`src/sv/cau_pkg.sv`:
```
`timescale 1ns / 1ps
// Shared constants, codes and types for the complex arithmetic unit.
package cau_pkg;

  localparam int WORD_BITS = 32;
  localparam int FRAC_BITS = 16;

  typedef enum logic [1:0] {
    OP_ADD = 2'd0,
    OP_SUB = 2'd1,
    OP_MUL = 2'd2,
    OP_DIV = 2'd3
  } op_t;

  typedef logic [1:0] status_t;

  localparam status_t ST_OK       = 2'd0;
  localparam status_t ST_SAT      = 2'd1;
  localparam status_t ST_DIV_ZERO = 2'd2;

endpackage

```
`src/sv/cau_sat.sv`:
```
`timescale 1ns / 1ps
// Output stage: sign of quotient, result select, saturation and status.
module cau_sat import cau_pkg::*; #(
  parameter int W = WORD_BITS,
  parameter int F = FRAC_BITS,
  localparam int SW = 2*W + 1,
  localparam int NW = SW + F
) (
  input  logic                clk,
  input  logic                rst_n,
  input  logic                en,
  input  logic                in_valid,
  input  op_t                 in_op,
  input  logic                in_dz,
  input  logic                in_neg_re,
  input  logic                in_neg_im,
  input  logic signed [SW-1:0] in_alt_re,
  input  logic signed [SW-1:0] in_alt_im,
  input  logic [NW-1:0]       in_quo_re,
  input  logic [NW-1:0]       in_quo_im,
  output logic                out_valid_r,
  output logic signed [W-1:0] out_res_re_r,
  output logic signed [W-1:0] out_res_im_r,
  output status_t             out_status_r
);

  localparam logic signed [NW:0] VMAX = {{(NW-W+2){1'b0}}, {(W-1){1'b1}}};
  localparam logic signed [NW:0] VMIN = {{(NW-W+2){1'b1}}, {(W-1){1'b0}}};

  logic signed [NW:0]  v_re, v_im;
  logic signed [W-1:0] s_re, s_im;
  logic                hi_re, lo_re, hi_im, lo_im;

  always_comb begin
    if (in_op == OP_DIV) begin
      v_re = in_neg_re ? -$signed({1'b0, in_quo_re}) : $signed({1'b0, in_quo_re});
      v_im = in_neg_im ? -$signed({1'b0, in_quo_im}) : $signed({1'b0, in_quo_im});
    end else begin
      v_re = {{(NW+1-SW){in_alt_re[SW-1]}}, in_alt_re};
      v_im = {{(NW+1-SW){in_alt_im[SW-1]}}, in_alt_im};
    end
    hi_re = v_re > VMAX;
    lo_re = v_re < VMIN;
    hi_im = v_im > VMAX;
    lo_im = v_im < VMIN;
    s_re  = hi_re ? VMAX[W-1:0] : (lo_re ? VMIN[W-1:0] : v_re[W-1:0]);
    s_im  = hi_im ? VMAX[W-1:0] : (lo_im ? VMIN[W-1:0] : v_im[W-1:0]);
  end

  always_ff @(posedge clk) begin
    if (!rst_n) begin
      out_valid_r <= 1'b0;
    end else if (en) begin
      out_valid_r <= in_valid;
    end
  end

  always_ff @(posedge clk) begin
    if (en) begin
      if (in_op == OP_DIV && in_dz) begin
        out_res_re_r <= '0;
        out_res_im_r <= '0;
        out_status_r <= ST_DIV_ZERO;
      end else begin
        out_res_re_r <= s_re;
        out_res_im_r <= s_im;
        out_status_r <= (hi_re || lo_re || hi_im || lo_im) ? ST_SAT : ST_OK;
      end
    end
  end

endmodule

```
`config.mk`:
```
export PLATFORM = sky130hd
export DESIGN_NAME = cau_sat
export DESIGN_NICKNAME = d
export VERILOG_FILES = /design/src/sv/cau_pkg.sv /design/src/sv/cau_sat.sv
export SDC_FILE = /design/constraint.sdc
export NUM_CORES = 1
export LEC_CHECK = 0
export BUFFER_PORTS_ARGS = -buffer_cell sky130_fd_sc_hd__buf_2
export CAP_MARGIN = 20
export CORE_MARGIN = 5
export CORE_UTILIZATION = 50
export CTS_CLUSTER_SIZE = 28
export DETAILED_ROUTE_END_ITERATION = 8
export HOLD_SLACK_MARGIN = 0.02
export PLACE_DENSITY = 0.87
export SYNTH_ARGS = -nofsm -noshare
export SYNTH_HDL_FRONTEND = slang
export SYNTH_SLANG_ARGS = --single-unit
```
`constraint.sdc`:
```
create_clock -name clk -period 11.25 [get_ports clk]
set_clock_uncertainty 0.1 [all_clocks]
set_input_delay 2.25 -clock clk [delete_from_list [all_inputs] [get_ports clk]]
set_output_delay 2.25 -clock clk [all_outputs]
set_load 0.005 [all_outputs]
```
; Word-level counts from Yosys, hierarchy flattened
; Index checks and enable logic that the tools add are counted.
; Widths: inputs -> output; s select.
[totals]
ff_bits = 67
out_inout_bits = 67
word_cells = 28
[op_classes]
addsub = 2
n_lt_le_gt_ge = 4
n_eq_ne = 1
muxes = 9
n_reduce_logical = 6
[op_table]
columns = operator, count
row1 = $mux 82, 4
row2 = $gt 82x32->1 const B, 2
row3 = $lt 82x32->1 const B, 2
row4 = $neg 81->82, 2
row5 = $mux 32, 2
row6 = $mux 31, 2
row7 = $reduce_or 2->1, 2
row8 = $logic_or 1x1->1, 3
row9 = $eq 2x2->1 const B, 1
row10 = $logic_and 1x1->1, 1
row11 = $mux 1, 1

; Logic depth before layout (Yosys ltp)
; Gate-level depths: netlist (run 1).
[logic_depth]
word_depth = 8
depth_mapped = 16
ltp_nobuf = 13

; Least setup slack after synthesis (run 1)
; No wires, ideal clock.
[synth_path]
path_type = input-to-reg
from = in in_quo_im[8]
to = reg out_res_im_r[14] (data pin)
setup_time_ns = 0.258
arrival_ns = 5.851
required_ns = 10.892
setup_slack_ns = 5.040
path_stages = 15
cell_sequence = or4_4 > or3_1 > buf_2 > or4_1 > clkbuf_1 > or4_4 > o41ai_4 > mux2i_1 > o41ai_1 > and4_1 > a31o_2 > buf_6 > buf_6 > a31o_2 > a21oi_1
[synth_between]
elab_chain_cells = 6
word_cells_on_any_way = 7
[synth_lines]
columns = item, line
row1 = "start, declared", cau_sat.sv:20  ; input logic [NW-1:0] in_quo_im,
row2 = $neg 81->82, cau_sat.sv:37  ; v_im = in_neg_im ? -$signed({1'b0, in_quo_im}) : $signed({1'b0, in_quo_im});
row3 = $mux 82 *, cau_sat.sv:37
row4 = $mux 82 *, cau_sat.sv:35  ; if (in_op == OP_DIV) begin
row5 = $lt 82x32->1, cau_sat.sv:45  ; lo_im = v_im < VMIN;
row6 = $mux 32, cau_sat.sv:47  ; s_im = hi_im ? VMAX[W-1:0] : (lo_im ? VMIN[W-1:0] : v_im[W-1:0]);
row7 = $mux 31 *, cau_sat.sv:47
row8 = "end signal, assigned", cau_sat.sv:66  ; out_res_im_r <= s_im;
row9 = "end, declared", cau_sat.sv:23  ; output logic signed [W-1:0] out_res_im_r,
; Mark *: on every way between the ends. The rest lies on a longest branch, timed or not.
; A chain may end at the register's enable or synchronous reset.

; Worst setup path after layout (run 1)
[layout_path]
from = in in_quo_im[0]
to = reg out_res_im_r[26] (data pin)
; Same word-level chain as after synthesis.

==> results of run 1 <==
## power breakdown
group	leakage [nW]	internal, mW	switching [mW]
Combinational	3.52	0.142	0.227
Clock	0.123	0.148	0.105
Sequential	0.657	0.309	0.00699
## through the flow
| step | std cells | worst slack [ns] | hold WS (ns) |
|---|---|---|---|
| 6_report | 1864 | 3.72 | 0.432 |
| 5_1_grt | 1864 | 3.33 | 0.499 |
| 4_1_cts | 1860 | 3.89 | 0.431 |
| 3_5_place_dp | 1844 | 3.57 | 0.423 |
| 3_3_place_gp | 1843 | 3.53 | 0.391 |
| 2_1_floorplan | 1307 | 5.04 | 0.407 |
## worst paths after layout
path	from	to	slack [ns]
setup reg to reg	out_valid_r$_SDFFE_PN0P_	out_valid_r$_SDFFE_PN0P_	10.55
hold / removal	out_valid_r$_SDFFE_PN0P_	out_valid_r$_SDFFE_PN0P_	0.43
hold reg to reg	out_valid_r$_SDFFE_PN0P_	out_valid_r$_SDFFE_PN0P_	0.43
setup / recovery	in_quo_im[0]	out_res_im_r[26]$_SDFFCE_PP0P_	3.72
## cell type report
| cell class | instances | area [um2] | share of cell area [%] |
|---|---|---|---|
| inverter | 13 | 48.8 | 0.414 |
| sequential | 67 | 2000 | 17.0 |
| tap | 260 | 325 | 2.76 |
| multi-input combinational | 1127 | 7200 | 61.1 |
| timing repair buffer | 378 | 1930 | 16.4 |
| antenna | 3 | 7.51 | 0.0637 |
| clock inverter | 7 | 43.8 | 0.371 |
| clock buffer | 9 | 225 | 1.91 |
## routing by layer
layer | global-route usage, % | vias to the layer above | share of wire, %
met5 | 0 | - | 0
met4 | 12.2 | 0 | 3.8
met3 | 7.20 | 126 | 12
met2 | 58.9 | 964 | 44
met1 | 51.1 | 5843 | 40
li1 | - | 5732 | -
## worst register-to-register path, stage by stage, from the launching register on
cell and delay (ns):
dfxtp_1 0.31, mux2i_1 0.12, nor2b_1 0.06
## synth_stat cells, drive strengths merged, types with 6 or more instances
library cell  number
xnor2             51
and2               7
or4               33
xor2              91
nand2b             9
and4               9
a31o              23
o21ai             81
nand2             97
nor2             105
a31oi             16
buf               20
inv               13
nor4              66
nor3              66
or3               41
a2111oi            6
a21oi             84
nor4b              9
nor3b             10
clkbuf            80
o31ai             35
o41ai             45
nand3             39
o22ai             27
nand4             42
mux2i             14
edfxtp            66
nand4b             8
o211ai             7
a211oi            15
and3              21
or2               14
## sequential cells by signal, indices dropped and copies added (netlist names)
register	cells
out_res_im_r	32
out_res_re_r	32
out_status_r	2
out_valid_r	1
## kinds of logic after synthesis
logic type      count (synthesis)
compound gates                383
xor+xnor                      142
flops                          67
buf+inv                       113
fa+ha+maj                       2
mux                            14
simple gates                  586
==> impl_metrics.env, run 1 <==
export IMPL_area_growth_pct=22.1
export IMPL_yosysTopAreaCell="edfxtp_1"
export IMPL_syn_num_nets=1610
export IMPL_clkTransAtPathRegs_ns=0.06
export IMPL_synth_distinct_cells=72
export IMPL_path_depth=14
export IMPL_finalMaxSlewViolations=0
export IMPL_drv_cap=0
export IMPL_die_h_um=149
export IMPL_synth_async_sr_flop_share_pct=0
export IMPL_reg2regPathDepth=2
export IMPL_mostFrequentLayoutCells="buf_2 (368), nor2_1 (105), nand2_1 (96)"
export IMPL_critPathSlowestCell="a31o_2"
export IMPL_synth_compound_area_share_pct=26.9
export IMPL_hold_viol=0
export IMPL_cts_buffers_inserted=9
export IMPL_synth_xor_area_share_pct=12.9
export IMPL_vias=12700
export IMPL_antenna_found_initial=3
export IMPL_synth_area_mux_share_pct=1.45
export IMPL_initial_core_util_pct=51.3
export IMPL_ys_ff_latch=67
export IMPL_power_density_nw_per_um2=79.5
export IMPL_fin_area_um2=11800
export IMPL_grt_max_degree=75
export IMPL_period_needed_ns=7.53
export IMPL_cp_end_kind="flop"
export IMPL_cts_sinks=67
export IMPL_grt_overflow=0
export IMPL_cp_top_family="compound AO/OA/AOI/OAI gates"
export IMPL_relSlewSlack_pct=28.7
export IMPL_total_power_mw=0.937
export IMPL_dp_hpwl_um=35100
export IMPL_synth_seq_area_share_pct=20.7
export IMPL_place_area_um2=11500
export IMPL_hold_class="flop to flop"
export IMPL_ys_warnings_count=0
export IMPL_synth_area_per_cell_um2=7.39
export IMPL_drtAntennaViolNets=0
export IMPL_fin_util_pct=62.6
export IMPL_total_leakage_power_nw=4.30
export IMPL_synth_area_top_cells="edfxtp_1 (21%), xor2_1 (8.3%), xnor2_1 (4.6%), a21oi_1 (4.4%), nor4_1 (4.3%)"
export IMPL_hold_depth=2
export IMPL_cts_root_buf="clkbuf_16"
export IMPL_synth_adder_area_share_pct=0.259
export IMPL_ctsResizeCount=0
export IMPL_drtIter0Drc=1610
export IMPL_io_pins=368
export IMPL_cts_setup_buffers=0
export IMPL_path_cells="buf_2 -> inv_1 -> ha_1 -> nor4b_1 -> nand3_1 -> or3_1 -> o41ai_1 -> xor2_1 -> nand2_1 -> a2bb2oi_1 -> a2111oi_0 -> a31o_2 -> nor3b_1 -> a211oi_1"
export IMPL_clk_path_buf_depth=2
export IMPL_fmax_ghz=0.133
export IMPL_status="finished, final reports clean"
export IMPL_wl_per_cell_um=23.5
export IMPL_cp_num_buf_inv=2
export IMPL_clkLatencyLatePin_ns=0.33
export IMPL_die_area_um2=22200
export IMPL_cp_start_kind="primary input"
export IMPL_portBuffers=367
export IMPL_crit_fanout=56
export IMPL_postCtsHoldBufs=0
export IMPL_synth_top_family_by_area="simple AND/OR/NAND/NOR gates"
export IMPL_slowest_delay_ns=0.95
export IMPL_synth_ff_type="edfxtp_1"
export IMPL_crit_type="primary input to flop"
export IMPL_drive_gt1_share_pct=27.5
export IMPL_first_global_vias=11500
export IMPL_period_share_pct=66.9
export IMPL_synth_edff_count=66
export IMPL_grt_first_pass_wirelength_um=66000
export IMPL_die_x_um=149
export IMPL_rsz0062_at_grt="no"
export IMPL_cts_max_level=3
export IMPL_cp_required_ns=11.17
export IMPL_drcViolationCount=0
export IMPL_syn_instance_count=1307
export IMPL_num_rows=50
export IMPL_via_per_inst=6.79
export IMPL_core_area_um2=18800
export IMPL_setup_viol_count_final=0
export IMPL_fill_cells=1725
export IMPL_gp_congestion=1.04
export IMPL_synth_cell_area_um2=9660
export IMPL_track_usage_pct=37.2
export IMPL_cts_tree="done"
export IMPL_wirelength_um=43700
export IMPL_tns_ns=0
export IMPL_synth_simple_gate_area_share_pct=32.9
export IMPL_arrival_ns=7.45
export IMPL_layout_commonest_cell="buf_2"
export IMPL_peakVddDrop_uv=60.7
export IMPL_nets=1899
export IMPL_synth_top_cell_area_share_pct=20.5
export IMPL_worstMarginPinSlew_ns=1.07
export IMPL_dr_pass1_iters=5
Note: power is estimated with default switching activity, not from simulation.
==> inputs of run 2 (changes only) <==
==> constraint.sdc (replaced) <==
create_clock -name clk -period 7.2 [get_ports clk]
set_clock_uncertainty 0.1 [all_clocks]
set_input_delay 1.44 -clock clk [delete_from_list [all_inputs] [get_ports clk]]
set_output_delay 1.44 -clock clk [all_outputs]
set_load 0.005 [all_outputs]
==> run 2 against run 1 <==
  * Register-to-register slack got worse by 4.0 ns
  * Clock-buffer cell count unchanged
  * Non-clock buffer count increased by 12
  * Clock power increased by 79%
  * Sequential share of layout area decreased by 0.21 points
  * Final area increased by 1.3%
  * Worst setup slack got worse by 2.8 ns
  * Final cell count increased by 0.91%
  * Critical path depth decreased by 1
  * Global-route usage decreased by 0.24 points
  * Combinational power increased by 58%
  * Sequential power increased by 57%
  * Highest routed layer unchanged
==> impl_metrics.env, run 2 (synthesis results as in run 1) <==
export IMPL_dr_pass1_iters=7
export IMPL_hold_slack_ns=0.420
export IMPL_io_pins=368
export IMPL_worstMarginPinSlew_ns=1.13
export IMPL_cts_root_buf="clkbuf_16"
export IMPL_die_x_um=149
export IMPL_postCtsHoldBufs=0
export IMPL_reg_top3="out_res_im_r x32, out_res_re_r x32, out_status_r x2"
export IMPL_multiInputGateArea_um2=7200
export IMPL_cts_buffers_inserted=9
export IMPL_grt_first_pass_wirelength_um=65800
export IMPL_track_usage_pct=36.9
export IMPL_die_area_um2=22200
export IMPL_clk_path_buf_depth=2
export IMPL_period_needed_ns=6.30
export IMPL_final_seq_area_um2=2000
export IMPL_finalMaxSlewViolations=0
export IMPL_total_leakage_power_nw=4.39
export IMPL_r2r_setup_slack_ns=6.51
export IMPL_hold_class="flop to flop"
export IMPL_layout_commonest_cell="buf_2"
export IMPL_cp_required_ns=7.15
export IMPL_vias=12700
export IMPL_gp_congestion=1.04
export IMPL_fill_cells=1704
export IMPL_drive_gt1_share_pct=28.0
export IMPL_arrival_ns=6.25
export IMPL_cp_end_kind="flop"
export IMPL_tns_ns=0
export IMPL_ctsResizeCount=0
export IMPL_antenna_found_initial=8
export IMPL_drtIter0Drc=1597
export IMPL_grt_max_degree=75
export IMPL_relSlewSlack_pct=24.1
export IMPL_cts_max_level=3
export IMPL_rsz0062_at_grt="no"
export IMPL_area_growth_pct=23.6
export IMPL_drcViolationCount=0
export IMPL_wl_per_cell_um=23.2
export IMPL_nets=1911
export IMPL_crit_fanout=56
export IMPL_cts_tree="done"
export IMPL_power_density_nw_per_um2=128
export IMPL_dp_hpwl_um=34800
export IMPL_fmax_ghz=0.159
export IMPL_portBuffers=367
export IMPL_num_rows=50
export IMPL_die_h_um=149
export IMPL_mostFrequentLayoutCells="buf_2 (367), nor2_1 (105), nand2_1 (96)"
export IMPL_first_global_vias=11600
export IMPL_cts_sinks=67
export IMPL_setup_viol_count_final=0
export IMPL_drtAntennaViolNets=0
export IMPL_initial_core_util_pct=51.3
export IMPL_cp_start_kind="primary input"
export IMPL_clkLatencyLatePin_ns=0.33
export IMPL_clkTransAtPathRegs_ns=0.05
export IMPL_via_per_inst=6.78
export IMPL_period_share_pct=87.5
export IMPL_grt_overflow=0
export IMPL_core_area_um2=18800
export IMPL_peakVddDrop_uv=118
export IMPL_drv_cap=0
export IMPL_cts_setup_buffers=0
export IMPL_wirelength_um=43700
export IMPL_crit_type="primary input to flop"
export IMPL_status="finished, final reports clean"
export IMPL_hold_viol=0
[run 2: changes by cell type in the layout (fill, tap and decap cells not counted), sizes merged]
cell | before | now
diode | 3 | 9
clkbuf | 10 | 9
clkinv | 3 | 4
buf | 377 | 390
clkinvlp | 3 | 0
inv | 14 | 13
bufinv | 0 | 2
[run 2: per-layer routing]
layer / vias to the layer above / share of wire (%) / GRT usage (%) / routed length (um)
li1: 5760 / - / - / -
met1: 5833 / 39 / 50.4 / 17000
met2: 1028 / 45 / 58.8 / 19600
met3: 125 / 12 / 6.23 / 5390
met4: 0 / 3.8 / 13.9 / 1650
met5: - / 0 / 0 / 0
[run 2: layout make-up]
| cell class | count | share of cell area, % |
|---|---|---|
| tap | 260 | 2.73 |
| clock buffer | 9 | 1.89 |
| sequential | 67 | 16.8 |
| clock inverter | 6 | 0.681 |
| antenna | 9 | 0.189 |
| multi-input combinational | 1127 | 60.3 |
| inverter | 13 | 0.409 |
| timing repair buffer | 390 | 17.0 |
[run 2: path summary, 6_finish.rpt]
check                           start                        endpoint  cells after the start
max                      in_quo_im[8]  out_res_im_r[26]$_SDFFCE_PP0P_                     13
min          out_valid_r$_SDFFE_PN0P_        out_valid_r$_SDFFE_PN0P_                      2
min reg2reg  out_valid_r$_SDFFE_PN0P_        out_valid_r$_SDFFE_PN0P_                      2
max reg2reg  out_valid_r$_SDFFE_PN0P_        out_valid_r$_SDFFE_PN0P_                      2
[run 2: worst max-delay path: stages]
cell	delay, ns
buf_2	0.12
or4_4	0.57
or3_1	0.48
or4_1	0.86
or4_4	0.61
o41ai_4	0.23
mux2i_1	0.15
o41ai_1	0.50
and4_1	0.27
a31o_2	0.18
buf_4	0.44
nor3b_1	0.29
a211oi_1	0.08
[run 2: stage by stage]
stage                     util, %  setup WS [ns]  cells  instance area (um2)  power, mW
after floorplan                 -           1.80   1307                 9660      0.789
after global placement       61.5          0.835   1856                11600       1.05
after detailed placement     61.5          0.750   1856                11600       1.06
after CTS                    63.1           1.09   1871                11900       1.51
after global routing         63.4          0.825   1880                11900       1.59
final                        63.4          0.900   1881                11900       1.53
[run 2: power breakdown]
group	switching (mW)	total (mW)	internal [mW]
Sequential	0.0116	0.495	0.483
Combinational	0.357	0.581	0.224
Clock	0.154	0.453	0.298
Total	0.523	1.53	1.00
