### src/sv/cau_pkg.sv
`timescale 1ns / 1ps
// Shared constants, codes and types for the complex arithmetic unit.
package cau_pkg;

  localparam int WORD_BITS = 32;
  localparam int FRAC_BITS = 16;

  typedef enum logic [1:0] {
    OP_ADD = 2'd0,
    OP_SUB = 2'd1,
    OP_MUL = 2'd2,
    OP_DIV = 2'd3
  } op_t;

  typedef logic [1:0] status_t;

  localparam status_t ST_OK       = 2'd0;
  localparam status_t ST_SAT      = 2'd1;
  localparam status_t ST_DIV_ZERO = 2'd2;

endpackage

### src/sv/cau_div_step.sv
`timescale 1ns / 1ps
// One restoring division step for both lanes, one quotient bit per stage.
module cau_div_step import cau_pkg::*; #(
  parameter int W   = WORD_BITS,
  parameter int F   = FRAC_BITS,
  parameter int SBW = 8,
  localparam int NW = 2*W + 1 + F,
  localparam int DW = 2*W
) (
  input  logic           clk,
  input  logic           rst_n,
  input  logic           en,
  input  logic           in_valid,
  input  logic [DW-1:0]  in_rem_re,
  input  logic [DW-1:0]  in_rem_im,
  input  logic [NW-1:0]  in_num_re,
  input  logic [NW-1:0]  in_num_im,
  input  logic [NW-1:0]  in_quo_re,
  input  logic [NW-1:0]  in_quo_im,
  input  logic [DW-1:0]  in_den,
  input  logic [SBW-1:0] in_side,
  output logic           out_valid,
  output logic [DW-1:0]  out_rem_re,
  output logic [DW-1:0]  out_rem_im,
  output logic [NW-1:0]  out_num_re,
  output logic [NW-1:0]  out_num_im,
  output logic [NW-1:0]  out_quo_re,
  output logic [NW-1:0]  out_quo_im,
  output logic [DW-1:0]  out_den,
  output logic [SBW-1:0] out_side
);

  logic [DW:0] sh_re, sh_im, dif_re, dif_im;
  logic        ge_re, ge_im;

  // shift in next numerator bit, trial subtract
  always_comb begin
    sh_re  = {in_rem_re, in_num_re[NW-1]};
    sh_im  = {in_rem_im, in_num_im[NW-1]};
    dif_re = sh_re - {1'b0, in_den};
    dif_im = sh_im - {1'b0, in_den};
    ge_re  = !dif_re[DW];
    ge_im  = !dif_im[DW];
  end

  always_ff @(posedge clk) begin
    if (!rst_n) begin
      out_valid <= 1'b0;
    end else if (en) begin
      out_valid <= in_valid;
    end
  end

  always_ff @(posedge clk) begin
    if (en) begin
      out_rem_re <= ge_re ? dif_re[DW-1:0] : sh_re[DW-1:0];
      out_rem_im <= ge_im ? dif_im[DW-1:0] : sh_im[DW-1:0];
      out_num_re <= in_num_re << 1;
      out_num_im <= in_num_im << 1;
      out_quo_re <= {in_quo_re[NW-2:0], ge_re};
      out_quo_im <= {in_quo_im[NW-2:0], ge_im};
      out_den    <= in_den;
      out_side   <= in_side;
    end
  end

endmodule

### config.mk
export PLATFORM = sky130hd
export DESIGN_NAME = cau_div_step
export DESIGN_NICKNAME = d
export VERILOG_FILES = /design/src/sv/cau_pkg.sv /design/src/sv/cau_div_step.sv
export SDC_FILE = /design/constraint.sdc
export NUM_CORES = 1
export LEC_CHECK = 0
export ABC_AREA = 1
export BUFFER_PORTS_ARGS = -buffer_cell sky130_fd_sc_hd__buf_2
export CAP_MARGIN = 5
export CORE_AREA = 2 2 412 414
export DETAILED_ROUTE_END_ITERATION = 7
export DIE_AREA = 0 0 414 416
export PLACE_DENSITY_LB_ADDON = 0.12
export SYNTH_ARGS = -nofsm -noshare
export SYNTH_HDL_FRONTEND = slang
export SYNTH_SLANG_ARGS = --single-unit
### constraint.sdc
create_clock -name clk -period 2.2 [get_ports clk]
set_input_delay 0.11 -clock clk [delete_from_list [all_inputs] [get_ports clk]]
set_output_delay 0.11 -clock clk [all_outputs]
set_load 0.05 [all_outputs]
After elaboration in Yosys (flattened, before gate mapping) --
Cells that the tools add are included.
Word-level totals: bits in registers 523, latch bits 0, RAM bits 0, memory bits (read-only) 0, logic and storage cells 15, memories kept 0
Cells by class: $add $sub $neg 2, $mul 0, div/mod/pow operators 0, order comparisons 0, equal/unequal tests 0, shift-type cells 0, mux-type cells 2, bitwise gates (word level) 0, reduce and logical (&&, ||, !) cells 2
Operator list (count):
- subtractor 65 x 64 -> 65 bit | 2
- 2-to-1 mux 64 bit | 2
- logical NOT 1 bit | 2

Logic depth before layout (Yosys ltp) --
Gate-level depths: netlist of the first run.
word-level depth 2, mapped depth 20, mapped depth without buffers 18

Least setup slack after synthesis of the first run --
Ideal clock, no wire load.
kind input -> register, start point input in_num_im[80], end point register out_rem_im[43], data pin, data arrival time 1.909 ns, required time 1.948 ns, path slack 0.039 ns, stages on the path 19, path through inv_1 ha_1 fa_1 inv_1 nand2_1 nand2_1 nand3_1 nand2_2 nand2_1 nand2_2 nand2_1 nand2_2 nand2_2 nand3_1 nand2_2 buf_8 buf_12 nand2_2 nand2_1
Between the ends: longest elaborated chain between the ends 2
RTL lines:
- from (decl) | line cau_div_step.sv:17 | input logic [NW-1:0] in_num_im,
- subtractor 65 x 64 -> 65 bit | line cau_div_step.sv:41 | dif_im = sh_im - {1'b0, in_den};
- 2-to-1 mux 64 bit | line cau_div_step.sv:57 | out_rem_im <= ge_im ? dif_im[DW-1:0] : sh_im[DW-1:0];
- to (signal assigned) | line cau_div_step.sv:57
- to (decl) | line cau_div_step.sv:24 | output logic [DW-1:0] out_rem_im,
No other way between the ends. A chain may end at the register's enable or synchronous reset.

Worst setup path in the final report of the first run --
start point input in_rem_im[41], end point register out_rem_im[15], data pin
Between the ends: longest elaborated chain between the ends 2
RTL lines:
- from (decl) | line cau_div_step.sv:15 | input logic [DW-1:0] in_rem_im,
- subtractor 65 x 64 -> 65 bit | line cau_div_step.sv:41
- 2-to-1 mux 64 bit | line cau_div_step.sv:57
No other way between the ends.

==> impl_metrics.csv, run 1 <==
group,metric,value,unit
pwr,p_switching,0.01410,W
drt,firstDrtPassIters,5,
pwr,swShare,37.53,%
setup_path,critPathTopFamily,"buffers and inverters",
yosys,netlist_area,0.02984,mm^2
yosys,synth-edff-count,522,
drt,wirelength,185.1,mm
sta,setup-violations-final,4,
sta,max_freq,0.4530,GHz
place,pre_cts_ws,-0.7514,ns
pwr,clkPwrFrac,31.9,%
yosys,ys_ff_latch,523,
clock_network,cts_made_buffers,70,
status,violations,"setup timing",
setup_path,cp-start-kind,"input port",
sta,slew_headroom,62.80,%
setup_path,crit_path_end_kind,"flip-flop",
floorplanning,dieArea,0.1722,mm^2
floorplanning,rows,151,
clock_network,insertion_delay,0.67,ns
worst_hold_path,hold_start,"in_rem_im[47]",
layout,area_growth,73.60,%
clock_network,clockBufferDepth,3,
place,placed_area,0.04293,mm^2
sta,setup_tns,-0.01301,ns
drt,route.vias.total,32550,
pwr,power_frac_seq,33.2,%
place,dp_hpwl,154.1,mm
drt,drt_iter0_drc,1621,
yosys,avgSynthCellArea,8.107,um^2
pwr,leakagePower,26.54,nW
drt,wl_per_cell,22.42,um
clock_network,clock-sinks,523,
setup_path,cp.arrival,2.63,ns
yosys,ys_warn_count,0,
floorplanning,die_x,414,um
global_route,grt_util_all_layers,20.38,%
setup_path,cp_num_buf_inv,5,
sta,worstMarginPinSlew,0.5618,ns
drt,ant_nets,0,
layout,design_area,0.05181,mm^2
place,gp_congestion,0.8832,
layout,final_cell_mix,"nand2_1 (1,573), buf_2 (1,037), inv_1 (715), buf_4 (613), dlygate4sd3_1 (528)",
clock_network,root_buffer,"clkbuf_16",
floorplanning,die_h,416,um
floorplanning,start_util,17.75,%
yosys,syn_inst,3681,
pwr,pwr-share-comb,34.9,%
flow_run,drv_cap,0,
place,portBuffers,1048,
global_route,grt_max_degree,73,
yosys,ys_types,32,
global_route,globalRouteOverflowTotal,0,
clock_network,cts-htree-levels,3,
setup_path,slowest_delay,0.55,ns
drt,route.detailed.drc,0,
global_route,antenna_found_initial,31,
layout,mostFrequentLayoutCell,"nand2_1",
clock_network,cts_tree,"yes",
pwr,p_per_area,725.0,mW/mm^2
layout,drive_gt1_share,32.89,%
global_route,grt_pass1_vias,33140,
setup_path,path_cells,"dlygate4sd3_1 -> buf_6 -> ha_4 -> nand2_4 -> inv_1 -> nand2_1 -> nand2_2 -> a21oi_2 -> nand2_2 -> a21oi_2 -> buf_6 -> nand2_2 -> nand2_4 -> nand2_8 -> clkbuf_16 -> nand2_1 -> nand2_1",
setup_path,cp_slowest_cell,"dlygate4sd3_1",
pwr,p_int,0.02346,W
setup_path,critPathMaxFanout,8,
status,status,"finished with violations",
setup_path,criticalPathCategory,"in -> reg",
worst_hold_path,hold_class,"in -> reg",
sta,finalHoldViolCount,0,
global_route,grt_pass1_wl,246.5,mm
setup_path,r2r-start,"out_valid",
layout,nNetsFinal,6629,
setup_path,worstSetupStartpoint,"in_rem_im[41]",
sta,fin_ws,-0.007411,ns
sta,fin_crit,2.207,ns
drt,vias_per_cell,3.942,
yosys,async_flop_share,0,%
sta,finClkSkew,0,ns
pwr,vdd_drop_max,585.3,uV
sta,rsz0062_at_grt,"true",
yosys,synth_top_flop_cell,"edfxtp_1",
sta,report.final.slew_viol_count,0,
sta,fin_crit_sh,100.3,%
yosys,ys_seq_area_share,52.59,%
floorplanning,coreArea,0.1681,mm^2
clock_network,path_clk_slew,0.06,ns
setup_path,required,2.62,ns
floorplanning,ios,1053,
-- through the flow --
stage	util (%)	cells	hold slack, ns	total power, W
2_1_floorplan	-	3682	0.2035	0.01902
3_3_place_gp	25.53	7563	0.2875	0.02459
3_5_place_dp	25.53	7563	0.2881	0.02454
4_1_cts	30.07	8216	0.03161	0.03771
5_1_grt	30.80	8251	0.07182	0.03926
6_report	30.81	8256	0.1252	0.03756
-- path summary, 6_finish.rpt --
check                                 endpoint  slack [ns]  cells after the start
worst max-delay path            out_rem_im[15]      -0.007                     17
worst min-delay path            out_rem_im[48]        0.13                      5
worst max register to register       out_valid        1.02                      3
worst min register to register       out_valid        1.10                      3
-- cells in the mapped netlist (16+ instances only) --
master | instances | area (um^2)
xor2_1 | 60 | 525.5
edfxtp_1 | 522 | 15680
a21oi_1 | 105 | 525.5
nor2_1 | 204 | 765.7
nand2_2 | 23 | 143.9
inv_1 | 718 | 2695
nand3_1 | 140 | 700.7
nand4_1 | 35 | 219.0
o21bai_1 | 16 | 120.1
nor3_1 | 24 | 120.1
ha_1 | 128 | 1602
nor2_2 | 16 | 100.1
nand2_1 | 1617 | 6070
-- power by group through the flow --
stage	Sequential, W	Clock [W]	Combinational (W)
2_1_floorplan	0.0160	0	0.00305
3_3_place_gp	0.0127	0	0.0119
3_5_place_dp	0.0127	0	0.0119
4_1_cts	0.0125	0.0125	0.0127
5_1_grt	0.0126	0.0128	0.0139
6_report	0.0125	0.0120	0.0131
-- cells by family (layout without fill, tap and decap cells) --
group                      count (synthesis)  after routing  synth area share (%)
and+or+nand+nor                         2081           2082                 27.78
buffers and inverters                    755           3096                 9.995
DFF                                      523            523                 52.59
adders and majority gates                130            130                 5.501
AOI/OAI and AO/OA                        129            129                 2.298
xor gates and xnor gates                  62             62                 1.820
other                                      1             16               0.01257
-- worst min-delay path, cell delays in order --
cell and delay, ns:
dlymetal6s4s_1 0.23, buf_2 0.17, buf_4 0.11, nand2_1 0.04
nand2_1 0.05
-- sequential cells by signal, summed over array words and instances (netlist names) --
name	flops
out_rem_im	64
out_den	64
out_valid	1
out_side	8
out_rem_re	64
out_num_re	80
out_num_im	80
out_quo_im	81
out_quo_re	81
-- what timing repair did --
| action | CTS | global route |
|---|---|---|
| endpoints found under the setup margin | 0 | 129 |
| endpoints found under the hold margin | 549 | 4 |
| resized for setup | 0 | 167 |
| hold buffers | 528 | 5 |
| buffers inserted | 0 | 6 |
-- area by class of cell --
type	count	area, um^2
inverter	727	2729
antenna	14	35.03
multi-input combinational	2405	11890
fill	18400	116300
timing repair buffer	2244	16340
clock inverter	41	521.8
sequential	523	15700
tap	2218	2775
clock buffer	84	1826
-- layer usage --
layer / track usage (%) / wire length [um]
met1: 21.45 / 69170
met2: 40.07 / 100700
met3: 3.364 / 7224
met4: 7.550 / 8025
met5: 0 / 24
(Power assumes the default switching activity.)
==> run 2, diff against run 1 <==
--- a/config.mk
+++ b/config.mk
@@ -8,9 +8,10 @@
 export ABC_AREA = 1
 export BUFFER_PORTS_ARGS = -buffer_cell sky130_fd_sc_hd__buf_2
 export CAP_MARGIN = 5
-export CORE_AREA = 2 2 412 414
+export CORE_AREA = 2 2 415 417
 export DETAILED_ROUTE_END_ITERATION = 7
-export DIE_AREA = 0 0 414 416
+export DIE_AREA = 0 0 417 419
+export GPL_TIMING_DRIVEN = 0
 export PLACE_DENSITY_LB_ADDON = 0.12
 export SYNTH_ARGS = -nofsm -noshare
 export SYNTH_HDL_FRONTEND = slang
==> constraint.sdc (replaced) <==
create_clock -name clk -period 2.4 [get_ports clk]
set_input_delay 0.12 -clock clk [delete_from_list [all_inputs] [get_ports clk]]
set_output_delay 0.12 -clock clk [all_outputs]
set_load 0.05 [all_outputs]
==> impl_metrics.csv, run 2 (synthesis gave the netlist of run 1 again) <==
group,metric,value,unit
layout,final_cell_mix,"nand2_1 (1,608), buf_2 (1,052), inv_1 (704), dlygate4sd3_1 (525), edfxtp_1 (522)",
sta,report.final.slew_viol_count,0,
drt,vias_per_cell,3.978,
worst_hold_path,min_path_cells,6,
floorplanning,dieArea,0.1747,mm^2
clock_network,root_buffer,"clkbuf_16",
worst_hold_path,min_to,"out_rem_im[0]",
floorplanning,rows,152,
global_route,grt_pass1_wl,239.7,mm
drt,route.vias.total,30430,
global_route,grt_pass1_vias,30480,
place,pre_cts_ws,-1.066,ns
clock_network,clock-sinks,523,
place,placed_area,0.03803,mm^2
place,place_inst,6968,
layout,design_area,0.04621,mm^2
setup_path,reg2reg_depth,3,
setup_path,cp-start-kind,"input port",
pwr,vdd_drop_max,381.4,uV
global_route,globalRouteOverflowTotal,0,
drt,route.detailed.drc,0,
place,gp_congestion,0.9256,
floorplanning,start_util,17.49,%
sta,max_freq,0.4204,GHz
drt,firstDrtPassIters,5,
layout,multiInputGateArea,0.01158,mm^2
sta,slew_headroom,52.69,%
floorplanning,ios,1053,
setup_path,crit_path_end_kind,"flip-flop",
sta,fin_ws,0.02138,ns
status,status,"complete, no violations",
clock_network,insertion_delay,0.66,ns
layout,mostFrequentLayoutCell,"nand2_1",
sta,finalHoldViolCount,0,
floorplanning,die_x,417,um
global_route,antenna_found_initial,39,
layout,fillers,18810,
setup_path,required,2.80,ns
clock_network,path_clk_slew,0.05,ns
sta,worstMarginPinSlew,0.7097,ns
layout,register_area,0.01570,mm^2
place,portBuffers,1048,
setup_path,criticalPathCategory,"in -> reg",
place,dp_hpwl,153.7,mm
sta,finClkSkew,0,ns
clock_network,cts-htree-levels,3,
drt,wl_per_cell,23.83,um
floorplanning,die_h,419,um
setup_path,cp.arrival,2.78,ns
drt,drt_iter0_drc,1564,
clock_network,cts_tree,"yes",
layout,area_growth,54.85,%
sta,hold-worst-slack,0.03275,ns
clock_network,cts_made_buffers,72,
sta,fin_crit_sh,99.11,%
worst_hold_path,hold_class,"in -> reg",
drt,ant_nets,0,
layout,layout.cells.non_filler,7650,
pwr,leakagePower,23.04,nW
layout,nNetsFinal,6006,
flow_run,drv_cap,0,
global_route,grt_max_degree,111,
sta,setup-violations-final,0,
setup_path,reg2reg_slack,1.21,ns
global_route,grt_util_all_layers,20.05,%
sta,fin_crit,2.379,ns
setup_path,r2r_end,"out_valid",
layout,drive_gt1_share,24.33,%
layout,top_regs,"out_quo_im x81, out_quo_re x81",
setup_path,r2r-start,"out_valid",
pwr,p_per_area,699.1,mW/mm^2
worst_hold_path,hold_start,"in_num_im[80]",
pwr,fin_total_pwr,0.03231,W
floorplanning,coreArea,0.1706,mm^2
setup_path,critPathMaxFanout,10,
clock_network,clockBufferDepth,3,
drt,wirelength,182.3,mm
sta,rsz0062_at_grt,"true",
run 2: cell count changes in the layout (fill, tap and decap cells not counted), moves of 15 or more:
| cell | before | now |
|---|---|---|
| buf_4 | 613 | 20 |
| nand2_1 | 1573 | 1608 |
| nand2_2 | 53 | 31 |
| nor2_1 | 184 | 199 |
| clkinvlp_4 | 3 | 18 |
| buf_12 | 39 | 6 |
| buf_2 | 1037 | 1052 |
run 2: metrics by stage:
step | TNS [ns] | utilization (%)
after floorplan | 0 | -
after global placement | -4285.81 | 22.21
after detailed placement | -116.28 | 22.30
after CTS | -0.01102 | 26.76
after global routing | -0.2717 | 27.09
final | 0 | 27.09
run 2: area by class of cell:
class                      instances  share of cell area [%]
clock inverter                    33                  0.7121
inverter                         727                   6.019
antenna                           17                 0.09206
timing repair buffer            1592                   23.43
tap                             2233                   6.046
buffer                            28                  0.6065
clock buffer                      93                   4.069
sequential                       523                   33.96
multi-input combinational       2404                   25.06
run 2: layer usage:
metal	global-route usage (%)	up-vias	part of all wire, %
met5	0	-	0.036
met1	19.45	14460	35
met4	9.064	12	4.6
met2	41.05	840	57
met3	2.801	265	3.7
li1	-	14850	-
run 2: worst max-delay path by stage:
stage / start / to / slack, ns
3_5_place_dp: in_den[16] / out_rem_re[41] / -1.07
6_report: in_den[16] / out_rem_re[27] / 0.02
4_1_cts: in_num_re[80] / out_rem_re[27] / -0.01
3_3_place_gp: en / out_valid / -8.49
5_1_grt: in_den[30] / out_rem_im[36] / -0.05
2_1_floorplan: in_num_im[80] / out_rem_im[41] / 0.23
run 2: report_power, final:
group / switching, W / leakage [nW] / internal, W
Sequential: 0.000233 / 5.11 / 0.0111
Clock: 0.00446 / 1.07 / 0.00600
Combinational: 0.00769 / 16.9 / 0.00281
run 2: repair_timing:
action / 4_1_cts / 5_1_grt
setup buffers: 0 / 11
hold buffers: 525 / 2
hold endpoints to repair: 571 / 2
pin swaps: 0 / 1
gates resized for setup: 27 / 63
setup endpoints to repair: 56 / 90
gates cloned: 0 / 1
run 2: worst max-delay path, cell delays in order:
cell and delay (ns):
buf_2 0.09, inv_1 0.17, ha_1 0.46, nand2_1 0.14
nor2_2 0.23, nand2_1 0.20, nor2_2 0.17, nand2_1 0.08
nand2_2 0.13, nand2_2 0.09, nand3_1 0.12, nand2_4 0.13
buf_12 0.18, buf_6 0.15, nand2_1 0.17, nand2_1 0.12
==> run 3, diff against run 2 <==
--- a/config.mk
+++ b/config.mk
@@ -6,11 +6,11 @@
 export NUM_CORES = 1
 export LEC_CHECK = 0
 export ABC_AREA = 1
-export BUFFER_PORTS_ARGS = -buffer_cell sky130_fd_sc_hd__buf_2
 export CAP_MARGIN = 5
-export CORE_AREA = 2 2 415 417
+export CORE_AREA = 2 2 412 414
 export DETAILED_ROUTE_END_ITERATION = 7
-export DIE_AREA = 0 0 417 419
+export DIE_AREA = 0 0 414 416
+export DONT_BUFFER_PORTS = 1
 export GPL_TIMING_DRIVEN = 0
 export PLACE_DENSITY_LB_ADDON = 0.12
 export SYNTH_ARGS = -nofsm -noshare
==> impl_metrics.csv, run 3 (synthesis gave the netlist of run 1 again) <==
group,metric,value,unit
place,dp_hpwl,143.7,mm
layout,nNetsFinal,5061,
clock_network,clock-sinks,523,
status,status,"finished with violations",
global_route,globalRouteOverflowTotal,0,
layout,area_growth,40.50,%
sta,hold-worst-slack,-0.4635,ns
global_route,grt_max_degree,525,
layout,top_regs,"out_quo_im x81, out_quo_re x81",
worst_hold_path,hold_class,"in -> reg",
drt,firstDrtPassIters,7,
drt,drt_iter0_drc,1398,
global_route,grt_pass1_vias,27720,
global_route,antenna_found_initial,31,
floorplanning,die_x,414,um
pwr,swShare,37.49,%
drt,vias_per_cell,4.024,
place,portBuffers,0,
sta,setup-violations-final,0,
layout,fillers,18460,
clock_network,cts_tree,"yes",
pwr,p_switching,0.01175,W
pwr,p_per_area,747.7,mW/mm^2
sta,finClkSkew,0,ns
setup_path,worstSetupStartpoint,"in_den[14]",
clock_network,cts-htree-levels,3,
drt,ant_nets,0,
floorplanning,dieArea,0.1722,mm^2
global_route,grt_pass1_wl,231.6,mm
clock_network,path_clk_slew,0.06,ns
setup_path,crit_path_end_kind,"flip-flop",
pwr,leakagePower,19.34,nW
clock_network,root_buffer,"clkbuf_16",
pwr,p_int,0.01960,W
setup_path,critPathMaxFanout,10,
floorplanning,die_h,416,um
drt,route.detailed.drc,0,
sta,rsz0062_at_grt,"true",
flow_run,drv_cap,0,
sta,finalHoldViolCount,38,
drt,route.vias.total,26950,
setup_path,cp.arrival,2.78,ns
floorplanning,start_util,17.75,%
sta,worstMarginPinSlew,2.422,ns
setup_path,r2r-start,"out_valid",
setup_path,criticalPathCategory,"in -> reg",
layout,mostFrequentLayoutCell,"nand2_1",
floorplanning,coreArea,0.1681,mm^2
status,violations,"hold timing, slew limit",
pwr,pwr-share-comb,17.4,%
layout,register_area,0.01570,mm^2
layout,final_cell_mix,"nand2_1 (1,604), inv_1 (708), dlygate4sd3_1 (647), edfxtp_1 (522), nor2_1 (201)",
sta,setup_tns,0,ns
floorplanning,ios,1053,
clock_network,clockBufferDepth,3,
drt,wl_per_cell,26.24,um
place,gp_congestion,0.9052,
clock_network,cts_made_buffers,69,
layout,fin_util,24.94,%
setup_path,required,2.82,ns
pwr,vdd_drop_max,432.0,uV
pwr,power_frac_seq,48.1,%
sta,fin_crit_sh,98.31,%
layout,drive_gt1_share,5.657,%
setup_path,cp-start-kind,"input port",
clock_network,insertion_delay,0.69,ns
sta,max_freq,0.4238,GHz
drt,wirelength,175.7,mm
layout,multiInputGateArea,0.01152,mm^2
floorplanning,rows,151,
sta,report.final.slew_viol_count,280,
sta,fin_crit,2.359,ns
worst_hold_path,hold_start,"in_den[1]",
pwr,clkPwrFrac,34.5,%
sta,slew_headroom,-61.45,%
global_route,grt_util_all_layers,19.71,%
run 3: timing repair:
item                       in CTS  in global routing
buffers inserted                0                  3
pin swaps                       1                  3
hold endpoints to repair      966                269
hold buffers                  610                 37
gates resized for setup        18                 66
setup endpoints to repair      70                 44
run 3: path summary, 6_finish.rpt:
check	to	slack, ns	cells after the start
worst max-delay path	out_rem_re[3]	0.04	16
worst min register to register	out_valid	1.37	3
worst min-delay path	out_den[1]	-0.46	0
worst max register to register	out_valid	0.83	3
run 3: critical path: stages:
cell and delay [ns]:
clkinvlp_4 0.23, ha_4 0.39, nand2_1 0.11, nor2_2 0.24, nand2_1 0.13, clkinv_1 0.06, nand2_1 0.06, nand2_2 0.13
nand2_1 0.10, nand2_4 0.11, nand2_2 0.07, nand3_1 0.11, nand2_4 0.19, nand2_1 0.10, dlygate4sd3_1 0.55, nand2_1 0.06
run 3: power by group through the flow:
| stage | Clock, W | Sequential, W | Combinational [W] |
|---|---|---|---|
| 4_1_cts | 0.0112 | 0.0151 | 0.00537 |
| 3_3_place_gp | 0 | 0.0153 | 0.00440 |
| 5_1_grt | 0.0115 | 0.0151 | 0.00605 |
| 2_1_floorplan | 0 | 0.0146 | 0.00280 |
| 6_report | 0.0108 | 0.0151 | 0.00546 |
| 3_5_place_dp | 0 | 0.0153 | 0.00438 |
run 3: cell type report:
cell class              count  area share [%]
diodes                     24          0.1432
clock buffers              75           4.172
clock inverters            48           1.382
plain buffers              28          0.6863
flip-flops and latches    523           37.43
multi-input cells        2404           27.48
inverters                 727           6.589
well taps                2218           6.619
repair buffers            650           15.50
run 3: layer usage:
metal | wire length (um) | global-route usage [%] | vias to the layer above
met5 | 57 | 0 | -
met4 | 7399 | 8.344 | 8
met3 | 7255 | 3.713 | 206
met2 | 98100 | 39.32 | 821
met1 | 62900 | 19.62 | 12960
li1 | - | - | 12950
run 3: per-stage QoR:
stage | cells | cell area, um^2 | setup slack (ns) | power, W
finish | 6697 | 41930 | 0.04061 | 0.03135
floorplan | 3682 | 29850 | 0.2294 | 0.01744
global route | 6685 | 41900 | -0.07356 | 0.03268
detailed placement | 5900 | 32620 | -1.070 | 0.01968
global placement | 5900 | 32620 | -1.048 | 0.01972
CTS | 6633 | 41120 | 0.005178 | 0.03174
